### src/hdl/dbsc_pkg.sv
// shared constants and types of the de bruijn sequence checker
// no dependencies; imported by dbsc_front and de_bruijn_sequence_checker_unit
`default_nettype none

package dbsc_pkg;

    localparam int MAX_ORDER = 16;
    localparam int ORDER_W   = 5;
    localparam int CNT_W     = MAX_ORDER + 1;
    localparam int MAP_AW    = MAX_ORDER;
    localparam int EPOCH_W   = 8;
    localparam int PADDR_W   = 3;

    localparam logic [CNT_W-1:0]   CNT_MAX   = {CNT_W{1'b1}};
    localparam logic [EPOCH_W-1:0] EPOCH_MAX = {EPOCH_W{1'b1}};
    localparam logic [EPOCH_W-1:0] EPOCH_ONE = EPOCH_W'(1);

    // register index, taken from paddr above the byte offset
    localparam logic REG_ORDER = 1'b0;

    localparam logic [ORDER_W-1:0] ORDER_RESET = ORDER_W'(3);

    // lookup request of one word, from the front stage to the tag ram stage
    typedef struct packed {
        logic [MAP_AW-1:0] addr;
        logic              look;
        logic              len_ok;
        logic              last;
    } front_t;

endpackage

`default_nettype wire

### src/hdl/dbsc_front.sv
// front stage: shift window, saturating bit count, window address and length test
// depends on dbsc_pkg
`default_nettype none

module dbsc_front (
    input  wire logic                           clk,
    input  wire logic                           rst_n,
    input  wire logic                           accept,
    input  wire logic                           bit_in,
    input  wire logic                           last_bit,
    input  wire logic [dbsc_pkg::ORDER_W-1:0]   order,
    output dbsc_pkg::front_t                    info
);
    import dbsc_pkg::*;

    logic [MAX_ORDER-1:0] window_reg;
    logic [MAX_ORDER-1:0] window_next;
    logic [CNT_W-1:0]     count_reg;
    logic [CNT_W-1:0]     count_next;
    logic [CNT_W-1:0]     mask;
    logic [CNT_W-1:0]     expect_len;
    logic                 order_ok;

    always_comb
    begin
        window_next = {window_reg[MAX_ORDER-2:0], bit_in};
        count_next  = (count_reg == CNT_MAX) ? count_reg : count_reg + CNT_W'(1);
        order_ok    = (order != '0) && (order <= ORDER_W'(MAX_ORDER));
        mask        = (CNT_W'(1) << order) - CNT_W'(1);
        expect_len  = (CNT_W'(1) << order) + CNT_W'(order) - CNT_W'(1);

        info.addr   = window_next & mask[MAP_AW-1:0];
        info.look   = order_ok && (count_next >= CNT_W'(order));
        info.len_ok = order_ok && (count_next == expect_len);
        info.last   = last_bit;
    end

    always_ff @(posedge clk or negedge rst_n)
    begin
        if (!rst_n)
        begin
            window_reg <= '0;
            count_reg  <= '0;
        end
        else if (accept)
        begin
            if (last_bit)
            begin
                window_reg <= '0;
                count_reg  <= '0;
            end
            else
            begin
                window_reg <= window_next;
                count_reg  <= count_next;
            end
        end
    end

endmodule

`default_nettype wire

### config.mk
export PLATFORM = sky130hd
export DESIGN_NAME = dbsc_front
export DESIGN_NICKNAME = d
export VERILOG_FILES = /design/src/hdl/dbsc_pkg.sv /design/src/hdl/dbsc_front.sv
export SDC_FILE = /design/constraint.sdc
export NUM_CORES = 1
export LEC_CHECK = 0
export ABC_AREA = 0
export BUFFER_PORTS_ARGS = -buffer_cell sky130_fd_sc_hd__buf_2
export CAP_MARGIN = 20
export CORE_ASPECT_RATIO = 1.2
export CORE_MARGIN = 5
export CORE_UTILIZATION = 30
export DETAILED_ROUTE_END_ITERATION = 16
export GPL_TIMING_DRIVEN = 0
export HOLD_SLACK_MARGIN = 0.12
export PLACE_DENSITY = 0.52
export SYNTH_ARGS = -nofsm -noshare
export SYNTH_HDL_FRONTEND = slang
export SYNTH_SLANG_ARGS = --single-unit
export TNS_END_PERCENT = 5
### constraint.sdc
create_clock -name clk -period 8.05 [get_ports clk]
set_clock_uncertainty 0.2 [all_clocks]
set_input_delay 1.2075 -clock clk [delete_from_list [all_inputs] [get_ports clk]]
set_output_delay 1.2075 -clock clk [all_outputs]
set_load 0.02 [all_outputs]
======== Yosys cells after proc, flatten, opt, wreduce, memory -nomap -nowiden ========
Cells that the tools add are included.
cells by class
  $add $sub $neg .......................... 4
  multiply operators ...................... 0
  div/mod/pow operators ................... 0
  magnitude comparators ................... 2
  equal/unequal tests ..................... 2
  shift operators ......................... 1
  muxes and demuxes ....................... 3
  bitwise logic cells ..................... 1
  reduce and logical (&&, ||, !) cells .... 4
operator list
  kind                                                    number
  2-to-1 mux 17 bit                                       2
  adder 17 x 1 -> 17 bit (second input constant)          1
  adder 17 x 5 -> 17 bit                                  1
  equality test 17 bit                                    1
  equality test 17 bit (second input constant)            1
  greater-or-equal comparator 17 x 5 -> 1 bit             1
  << shifter 1 x 5 -> 17 bit (first input constant)       1
  subtractor 17 x 1 -> 17 bit (second input constant)     1
  AND 16 bit                                              1
  subtractor 16 x 2 -> 16 bit (second input constant)     1
  2-to-1 mux 15 bit                                       1
  less-or-equal comparator 5 bit (second input constant)  1
  nonzero test 5 bit                                      1
  logical AND 1 bit                                       3
storage, ports and cells
  bits in registers ....................... 32
  latch bits .............................. 0
  bits in writable memories ............... 0
  ROM bits ................................ 0
  input bits .............................. 10
  output and inout bits ................... 19
  logic and storage cells ................. 19
  memories kept ........................... 0

======== Logic depth before layout (Yosys ltp) ========
Gate-level depths: netlist (run 1).
  depth after elaboration ................. 5
  mapped depth ............................ 18

======== Worst setup path after synthesis (run 1) ========
No wires, ideal clock.
  path kind ............................... input-to-output
  start ................................... in order[1] (netlist name)
  end ..................................... out info[1] (netlist name)
  arrival ................................. 4.569 ns
  data required time ...................... 6.642 ns
  path slack .............................. 2.074 ns
  cell stages on the path ................. 17
  cell sequence ........................... clkbuf_1 > nor4_1 > nand2_1 > ha_1 > inv_1 > ha_1 > inv_1 > fa_1 > nor2b_1 > nor3_1 > o21bai_1 > a21oi_1 > o41ai_1 > a21o_1 > a21oi_1 > xnor2_1 > nor4_2
RTL lines
  what                RTL line          RTL
  start: declaration  dbsc_front.sv:11  input wire logic [dbsc_pkg::ORDER_W-1:0] order,
  end: declaration    dbsc_front.sv:12  output dbsc_pkg::front_t info

==> results of run 1 <==
## worst reg2reg max path, delay by kind of cell (launching register included)
kind                     cells  cell delay [ns]
XOR/XNOR                     1             0.17
buffers and inverters        1             0.13
AO/OA/AOI/OAI                2             0.64
flip-flops                   1             0.44
AND/OR/NAND/NOR              3             0.52
adder cells (fa/ha/maj)      1             0.26
## area by class of cell
class | count | area share, %
repair buffers | 26 | 3.10
multi-input cells | 373 | 62.3
well taps | 161 | 4.80
clock buffers | 8 | 3.49
plain buffers | 24 | 3.34
flip-flops and latches | 32 | 19.1
inverters | 43 | 3.85
## power by group through the flow
stage / Clock, mW / Sequential, mW / Combinational, mW
floorplan: 0 / 0.176 / 0.142
global placement: 0 / 0.177 / 0.183
detailed placement: 0 / 0.177 / 0.184
CTS: 0.199 / 0.174 / 0.185
global route: 0.207 / 0.175 / 0.205
finish: 0.195 / 0.174 / 0.183
## stage by stage
stage	cell area [sq um]	total power, mW	util (%)	setup WS [ns]	instances
floorplan	3720	0.318	-	2.07	472
global placement	4050	0.360	33.4	1.37	659
detailed placement	4050	0.361	33.4	1.36	659
CTS	4190	0.558	34.6	1.35	667
global route	4190	0.587	34.6	1.01	667
finish	4190	0.552	34.6	1.37	667
## final timing paths
check,cells past startpoint,to,start
worst max-delay path,20,info[1],order[0]
worst max register to register,8,count_reg[9],count_reg[1]
min in group asynchronous,1,count_reg[14],rst_n
worst min register to register,2,window_reg[14],window_reg[14]
worst min-delay path,2,window_reg[14],window_reg[14]
max in group asynchronous,1,window_reg[5],rst_n
## layout by cell type, fill, tap and decap left out, types with 4 or more instances in the layout
| cell | instances |
|---|---|
| a21o_1 | 6 |
| nor2_1 | 41 |
| nand3_1 | 14 |
| nand4_1 | 8 |
| o2bb2ai_1 | 11 |
| clkbuf_1 | 15 |
| nor3_1 | 14 |
| buf_2 | 27 |
| a31oi_1 | 7 |
| dfrtp_1 | 32 |
| nor2b_1 | 4 |
| nand3b_1 | 7 |
| clkbuf_16 | 5 |
| nand2b_1 | 6 |
| ha_1 | 38 |
| buf_6 | 5 |
| or3_1 | 4 |
| mux2i_1 | 7 |
| a21oi_1 | 31 |
| nand2_1 | 41 |
| and3_1 | 4 |
| o21ai_0 | 20 |
| and2_1 | 6 |
| xor2_1 | 12 |
| inv_1 | 43 |
| xnor2_1 | 36 |
| o31ai_1 | 8 |
| a22o_1 | 4 |
## cells by family after synthesis
| logic type | synth area share, % |
|---|---|
| adders and majority gates | 13.3 |
| AOI/OAI and AO/OA | 19.3 |
| buffers and inverters | 8.11 |
| muxes | 2.79 |
| DFF | 21.5 |
| xor gates and xnor gates | 12.4 |
| and+or+nand+nor | 22.6 |
## cells in the mapped netlist (5+ instances only)
cell	n	area, sq um
inv_1	43	161
nand2_1	41	154
nor2_1	41	154
ha_1	38	475
xnor2_1	36	315
dfrtp_1	32	801
a21oi_1	31	155
o21ai_0	20	100
nand3_1	14	70.1
nor3_1	14	70.1
clkbuf_1	13	48.8
xor2_1	12	105
o2bb2ai_1	11	96.3
nand4_1	8	50.1
o31ai_1	8	60.1
a31oi_1	7	43.8
mux2i_1	7	70.1
nand3b_1	7	52.6
a21o_1	6	45.0
and2_1	6	37.5
nand2b_1	6	37.5
buf_6	5	56.3
## per-layer routing
metal  vias up  track usage, %
li1       1706               -
met1      1607            18.5
met2        79            24.0
met3        16            1.70
met4         0            6.15
met5         -               0
==> flow_metrics.py, run 1 <==
metrics = {
    "final_layout": {
        "layout-drive-gt1-share_pct": 11.7,
        "fillers": 1313,
        "multi_input_area_sq_um": 2610,
        "ff_latch_area_sq_um": 801,
        "antennaDiodeCount": 0,
        "area_growth_pct": 12.9,
        "finalNetCount": 554,
        "largest_reg_flops": 17,
    },
    "worst_setup_path": {
        "end_kind": "primary output",
        "critical_path_class": "in -> out",
        "crit_top_cell": "inv_1",
        "worstPathArrival_ns": 5.28,
        "critPathTopFamily": "compound AO/OA/AOI/OAI gates",
        "r2r_slack_ns": 5.56,
        "slowest_stage": "o41ai_1",
        "path_cells": "buf_2, buf_1, inv_1, nor2_1, nand2_1, ha_1, inv_1, ha_1, inv_1, fa_1, nor2b_1, nor3_1, o21bai_1, a21oi_1, o41ai_1, a21o_1, a21oi_1, xnor2_1, nor4_2, buf_2",
        "crit_required_ns": 6.64,
        "timing.critical_path.slowest_cell_delay_ns": 0.59,
        "crit_path_max_fanout": 10,
        "start_kind": "input port",
        "critical_path_buf_inv_count": 6,
    },
    "run": {
        "timing.max_cap.violations": 0,
    },
    "drt": {
        "dr_wl_met3_um": 384,
        "viasPerCell": 5.11,
        "wl_met2_mm": 5.11,
        "routed_wl_mm": 10.3,
        "drt.antenna.violating_nets": 0,
        "dr.pass1.iters": 4,
        "maxUsedRoutingLayer": "met4",
        "drt-met1-wl_mm": 4.54,
        "num_vias": 3408,
        "drt-initial-drc-count": 189,
        "drc": 0,
        "routedWlPerCell_um": 15.5,
    },
    "floorplanning": {
        "core_sq_um": 12100,
        "fp.dieW_um": 112,
        "row_count": 44,
        "ios": 29,
        "start_util_pct": 30.7,
        "die_h_um": 132,
        "dieArea_sq_um": 14700,
    },
    "placed_design": {
        "gp_congestion": 0.871,
        "hpwlAfterDp_mm": 8.19,
        "portBuffers": 26,
    },
    "clock_network": {
        "clkTransAtPathRegs_ns": 0.05,
        "cts_setup_buffers": 0,
        "clockBufferDepth": 2,
        "htreeDepth": 2,
        "cts_resized": 0,
        "cts.sinks": 32,
        "cts_root_buffer": "clkbuf_16",
        "cts_inserted_buffers": 5,
        "cts_tree": "done",
        "hold_buffers": 0,
        "clk_latency_ns": 0.29,
    },
    "timing": {
        "drv_slew": 0,
        "slew_headroom_pct": 47.1,
        "whs_ns": 0.276,
        "tightest_slew_ns": 0.793,
        "period_share_pct": 83.0,
        "hold_viol": 0,
        "period_needed_ns": 6.68,
        "tns_ns": 0,
        "grt_setup_unrepaired": "no",
        "fmax_ghz": 0.150,
        "finalSetupViolCount": 0,
    },
    "pwr": {
        "intPower_mw": 0.370,
        "peakVddDrop_mv": 0.0635,
        "p_clk_share_pct": 35.3,
        "swShare_pct": 32.9,
        "netSwitchingPower_mw": 0.182,
        "leakagePower_nw": 1.89,
        "seqPwrFrac_pct": 31.6,
        "p_comb_share_pct": 33.1,
        "power_density_nw_per_um2": 132,
    },
    "run_status": {
        "run_status": "finished, final reports clean",
    },
    "grt": {
        "grt_overflow": 0,
        "grt_pass1_wl_mm": 17.0,
        "antenna_found_initial": 0,
        "grtUsageTotal_pct": 14.3,
        "grt_max_degree": 33,
        "grt_pass1_vias": 3275,
    },
    "worst_hold_path": {
        "worst_hold_path_type": "reg -> reg",
    },
    "yosys": {
        "ys_seq_area_share_pct": 21.5,
        "yosys_warnings": 0,
        "synth_edf_count": 0,
        "async_reset_ff_share_pct": 100,
        "synth_nets": 521,
        "netlist_instances": 472,
        "syn_area_sq_um": 3720,
        "synth_seq_cells": 32,
        "synthFlopType": "dfrtp_1",
        "synth_cell_types": 57,
        "avgSynthCellArea_sq_um": 7.87,
    },
}
No activity file was read; power rests on OpenSTA's default activity.
==> run 2, diff against run 1 <==
==> constraint.sdc (replaced) <==
create_clock -name clk -period 6.3 [get_ports clk]
set_clock_uncertainty 0.2 [all_clocks]
set_input_delay 0.945 -clock clk [delete_from_list [all_inputs] [get_ports clk]]
set_output_delay 0.945 -clock clk [all_outputs]
set_load 0.02 [all_outputs]
==> run 2 against run 1 <==
Against the previous run:
- critical path depth stayed put
- setup slack worse by 0.97 ns
- largest cell class unchanged
- largest power group unchanged
- hold slack better by 0.0071 ns
==> flow_metrics.py, run 2 (synthesis results as in run 1) <==
metrics = {
    "clock_network": {
        "cts_tree": "done",
        "cts_inserted_buffers": 5,
        "cts_setup_buffers": 0,
        "clkTransAtPathRegs_ns": 0.05,
        "clockBufferDepth": 2,
        "cts_root_buffer": "clkbuf_16",
        "htreeDepth": 2,
        "cts.sinks": 32,
        "clk_latency_ns": 0.29,
    },
    "final_layout": {
        "area_growth_pct": 13.4,
        "final_util_pct": 34.8,
        "antennaDiodeCount": 0,
        "mostFrequentLayoutCell": "inv_1",
        "fin_cells": 667,
        "fin_area_sq_um": 4220,
        "final_cell_mix": "inv_1 (43), nor2_1 (41), nand2_1 (41)",
        "layout-drive-gt1-share_pct": 12.5,
        "finalNetCount": 554,
        "largest_reg_flops": 17,
    },
    "worst_setup_path": {
        "slowest_stage": "o41ai_2",
        "path_cells": "buf_2, inv_1, nand2_1, nor2_1, nand2_1, ha_1, inv_1, ha_1, inv_1, fa_1, nor2b_1, nor3_1, o21bai_1, a21oi_1, o41ai_2, a21o_1, a21oi_1, xnor2_1, nor4_2, buf_2",
        "critical_path_class": "in -> out",
        "crit_required_ns": 5.15,
        "timing.critical_path.slowest_cell_delay_ns": 0.45,
        "timing.rr.start": "count_reg[1]",
        "worstPathArrival_ns": 4.76,
        "crit_path_start": "order[4]",
        "crit_top_cell": "inv_1",
        "end_kind": "primary output",
        "crit_cells": 20,
        "ff2ff_path_depth": 8,
        "crit_path_max_fanout": 6,
        "critPathTopFamily": "simple AND/OR/NAND/NOR gates",
        "critical_path_buf_inv_count": 5,
        "start_kind": "input port",
    },
    "pwr": {
        "peakVddDrop_mv": 0.0808,
        "intPower_mw": 0.474,
        "netSwitchingPower_mw": 0.234,
        "power_density_nw_per_um2": 168,
        "leakagePower_nw": 1.90,
        "finalPower_mw": 0.708,
        "p_comb_share_pct": 33.3,
        "swShare_pct": 33.0,
        "seqPwrFrac_pct": 31.5,
        "p_clk_share_pct": 35.2,
    },
    "placed_design": {
        "preCtsSetupSlack_ns": 0.139,
        "hpwlAfterDp_mm": 8.19,
        "dp.cells": 659,
        "placed_area_sq_um": 4050,
        "portBuffers": 26,
        "gp_congestion": 0.871,
    },
    "drt": {
        "routed_wl_mm": 10.3,
        "drc": 0,
        "routedWlPerCell_um": 15.5,
        "drt-initial-drc-count": 165,
        "num_vias": 3397,
        "dr.pass1.iters": 4,
        "drt.antenna.violating_nets": 0,
        "viasPerCell": 5.09,
    },
    "timing": {
        "setup_ws_ns": 0.399,
        "whs_ns": 0.283,
        "hold_viol": 0,
        "tns_ns": 0,
        "grt_setup_unrepaired": "no",
        "finalSetupViolCount": 0,
        "drv_slew": 0,
        "fmax_ghz": 0.169,
        "tightest_slew_ns": 0.800,
        "slew_headroom_pct": 46.7,
        "period_needed_ns": 5.90,
        "period_share_pct": 93.7,
    },
    "grt": {
        "grt_pass1_wl_mm": 17.0,
        "use_met1_pct": 18.5,
        "met3_usage_pct": 1.70,
        "grt_max_degree": 33,
        "grt_use_met2_pct": 24.0,
        "grt_overflow": 0,
        "grtUsageTotal_pct": 14.3,
        "grt_pass1_vias": 3275,
        "antenna_found_initial": 0,
        "grt_busiest_layer": "met2",
    },
    "floorplanning": {
        "die_h_um": 132,
        "dieArea_sq_um": 14700,
        "fp.dieW_um": 112,
        "start_util_pct": 30.7,
        "ios": 29,
        "core_sq_um": 12100,
        "row_count": 44,
    },
    "run": {
        "timing.max_cap.violations": 0,
    },
    "worst_hold_path": {
        "hold_path_depth": 2,
        "worst_hold_startpoint": "window_reg[14]",
        "worst_hold_path_type": "reg -> reg",
    },
    "run_status": {
        "run_status": "finished, final reports clean",
    },
}
[run 2: cell types whose count changed in the layout (fill, tap and decap cells not counted)]
cell / previous run / this run
buf_1: 2 / 1
o41ai_2: 0 / 1
o311ai_0: 2 / 1
nor4_2: 1 / 2
o41ai_1: 2 / 1
nor4_1: 3 / 2
o22ai_2: 0 / 1
clkbuf_2: 0 / 1
o22ai_1: 2 / 1
o311ai_1: 0 / 1
[run 2: timing repair]
action	in CTS	in global routing
gates resized for setup	0	5
setup endpoints to repair	0	1
hold buffers	0	0
[run 2: area by class of cell]
cell class              count  area, sq um
fillers                  1309         7900
multi-input cells         373         2630
clock buffers               8          146
flip-flops and latches     32          801
plain buffers              24          141
well taps                 161          201
repair buffers             26          130
inverters                  43          161
[run 2: power by group through the flow]
stage	clock, mW	combinational [mW]	sequential [mW]
2_1_floorplan	0	0.181	0.225
3_3_place_gp	0	0.233	0.226
3_5_place_dp	0	0.235	0.226
4_1_cts	0.254	0.236	0.223
5_1_grt	0.264	0.264	0.224
6_report	0.249	0.236	0.223
[run 2: routing by layer]
metal | share of wire [%] | wire [um]
met5 | 0 | 0
met4 | 2.6 | 267
met2 | 50 | 5120
met3 | 2.0 | 205
met1 | 46 | 4740
[run 2: path summary, 6_finish.rpt]
kind,endpoint,slack (ns)
setup reg to reg,count_reg[9],3.82
setup / recovery,info[1],0.40
hold reg to reg,window_reg[14],0.28
max in group asynchronous,window_reg[5],4.84
min in group asynchronous,count_reg[14],0.55
hold / removal,window_reg[14],0.28
[run 2: worst min-delay path, cell delays in order, from the launching register on]
cell and delay [ns]:
dfrtp_1 0.34, nand2_1 0.05, o31ai_1 0.05
==> run 3, diff against run 2 <==
--- a/config.mk
+++ b/config.mk
@@ -15,6 +15,7 @@
 export GPL_TIMING_DRIVEN = 0
 export HOLD_SLACK_MARGIN = 0.12
 export PLACE_DENSITY = 0.52
+export RECOVER_POWER = 50
 export SYNTH_ARGS = -nofsm -noshare
 export SYNTH_HDL_FRONTEND = slang
 export SYNTH_SLANG_ARGS = --single-unit
==> run 3 against run 2 <==
Against the previous run:
- the flow now finishes with violations (capacitance limit, slew limit)
- global-route usage did not move
- core utilization hardly changed
- fmax increased by 0.18%
- final area is essentially flat
- sequential share of layout area about the same
- highest routed layer unchanged
==> flow_metrics.py, run 3 (synthesis results as in run 1) <==
metrics = {
    "worst_hold_path": {
        "worst_hold_path_type": "reg -> reg",
    },
    "pwr": {
        "leakagePower_nw": 1.89,
        "p_comb_share_pct": 33.3,
        "p_clk_share_pct": 35.2,
        "peakVddDrop_mv": 0.0807,
        "power_density_nw_per_um2": 168,
        "swShare_pct": 33.0,
        "netSwitchingPower_mw": 0.234,
        "intPower_mw": 0.474,
        "seqPwrFrac_pct": 31.5,
    },
    "clock_network": {
        "clk_latency_ns": 0.29,
        "clkTransAtPathRegs_ns": 0.05,
        "cts_tree": "done",
        "cts.sinks": 32,
        "clockBufferDepth": 2,
        "cts_root_buffer": "clkbuf_16",
        "hold_buffers": 0,
        "cts_inserted_buffers": 5,
        "htreeDepth": 2,
        "cts_setup_buffers": 0,
    },
    "floorplanning": {
        "fp.dieW_um": 112,
        "start_util_pct": 30.7,
        "row_count": 44,
        "core_sq_um": 12100,
        "die_h_um": 132,
        "ios": 29,
        "dieArea_sq_um": 14700,
    },
    "final_layout": {
        "antennaDiodeCount": 0,
        "mostFrequentLayoutCell": "inv_1",
        "finalNetCount": 554,
        "area_growth_pct": 13.3,
        "layout-drive-gt1-share_pct": 11.9,
        "largest_reg_flops": 17,
        "final_util_pct": 34.8,
        "final_cell_mix": "inv_1 (43), nor2_1 (41), nand2_1 (41)",
    },
    "timing": {
        "grt_setup_unrepaired": "no",
        "fmax_ghz": 0.170,
        "period_share_pct": 93.5,
        "finalSetupViolCount": 0,
        "tns_ns": 0,
        "tightest_slew_ns": 1.92,
        "drv_slew": 33,
        "hold_viol": 0,
        "period_needed_ns": 5.89,
        "slew_headroom_pct": -28.1,
    },
    "worst_setup_path": {
        "r2r_slack_ns": 3.83,
        "regToRegEndpoint": "count_reg[9]",
        "start_kind": "input port",
        "crit_path_max_fanout": 6,
        "ff2ff_path_depth": 8,
        "critical_path_class": "in -> out",
        "crit_required_ns": 5.15,
        "timing.rr.start": "count_reg[1]",
        "worstPathArrival_ns": 4.75,
        "endpoint": "info[1]",
        "crit_path_start": "order[4]",
        "end_kind": "primary output",
    },
    "grt": {
        "grt_pass1_wl_mm": 17.0,
        "grtUsageTotal_pct": 14.3,
        "antenna_found_initial": 0,
        "grt_overflow": 0,
        "grt_max_degree": 33,
        "grt_pass1_vias": 3275,
    },
    "drt": {
        "drt-initial-drc-count": 165,
        "routedWlPerCell_um": 15.4,
        "viasPerCell": 5.07,
        "routed_wl_mm": 10.3,
        "num_vias": 3380,
        "drc": 0,
        "drt.antenna.violating_nets": 0,
        "dr.pass1.iters": 4,
    },
    "run": {
        "timing.max_cap.violations": 1,
    },
    "placed_design": {
        "hpwlAfterDp_mm": 8.19,
        "portBuffers": 26,
        "gp_congestion": 0.871,
    },
    "run_status": {
        "run_status": "complete, but fails checks",
        "violations": "capacitance limit, slew limit",
    },
}
[run 3: cell types whose count changed in the layout (fill, tap and decap cells not counted)]
cell      change
buf_2         -3
clkbuf_1      +3
[run 3: power groups by stage]
| stage | sequential, mW | combinational (mW) | clock [mW] |
|---|---|---|---|
| after floorplan | 0.225 | 0.181 | 0 |
| after global placement | 0.226 | 0.233 | 0 |
| after detailed placement | 0.226 | 0.235 | 0 |
| after CTS | 0.223 | 0.236 | 0.254 |
| after global routing | 0.224 | 0.264 | 0.264 |
| final | 0.223 | 0.236 | 0.249 |
[run 3: per-stage QoR]
| step | worst slack [ns] | area, sq um | power, mW | std cells | hold WS, ns |
|---|---|---|---|---|---|
| floorplan | 0.849 | 3720 | 0.406 | 472 | 0.240 |
| global placement | 0.141 | 4050 | 0.460 | 659 | 0.261 |
| detailed placement | 0.139 | 4050 | 0.461 | 659 | 0.263 |
| CTS | 0.122 | 4190 | 0.713 | 667 | 0.282 |
| global route | 0.0685 | 4210 | 0.752 | 667 | 0.322 |
| finish | 0.410 | 4210 | 0.707 | 667 | 0.276 |
[run 3: how the worst min path moves through the flow]
stage,slack [ns],cells past startpoint,end,startpoint
final,0.28,2,window_reg[14],window_reg[14]
after global routing,0.32,2,window_reg[14],window_reg[14]
after CTS,0.28,2,window_reg[14],window_reg[14]
after detailed placement,0.26,2,window_reg[14],window_reg[14]
after global placement,0.26,2,window_reg[14],window_reg[14]
after floorplan,0.24,2,window_reg[14],window_reg[14]
[run 3: worst max-delay path, stage by stage]
cell	delay, ns
buf_2	0.13
inv_1	0.17
nand2_1	0.17
nor2_1	0.29
nand2_1	0.18
ha_1	0.31
inv_1	0.06
ha_1	0.16
inv_1	0.05
fa_1	0.39
nor2b_1	0.17
nor3_1	0.08
o21bai_1	0.14
a21oi_1	0.17
o41ai_2	0.45
a21o_1	0.17
a21oi_1	0.07
xnor2_1	0.14
nor4_2	0.29
buf_2	0.21
[run 3: cell type report]
cell class                 instances  area [sq um]
sequential                        32           801
timing repair buffer              26           126
buffer                            24           141
inverter                          43           161
fill                            1308          7900
clock buffer                       8           146
multi-input combinational        373          2630
tap                              161           201
[run 3: routing by layer]
metal	part of all wire, %	vias to the layer above	wire length, um	global-route usage [%]
met5	0	-	0	0
met4	2.5	0	257	6.15
met3	2.6	16	263	1.70
met2	50	59	5110	24.0
met1	45	1601	4670	18.5
li1	-	1704	-	-
[run 3: timing repair]
action,in CTS,in global routing
endpoints found under the setup margin,0,1
endpoints found under the hold margin,0,0
resized for setup,0,5
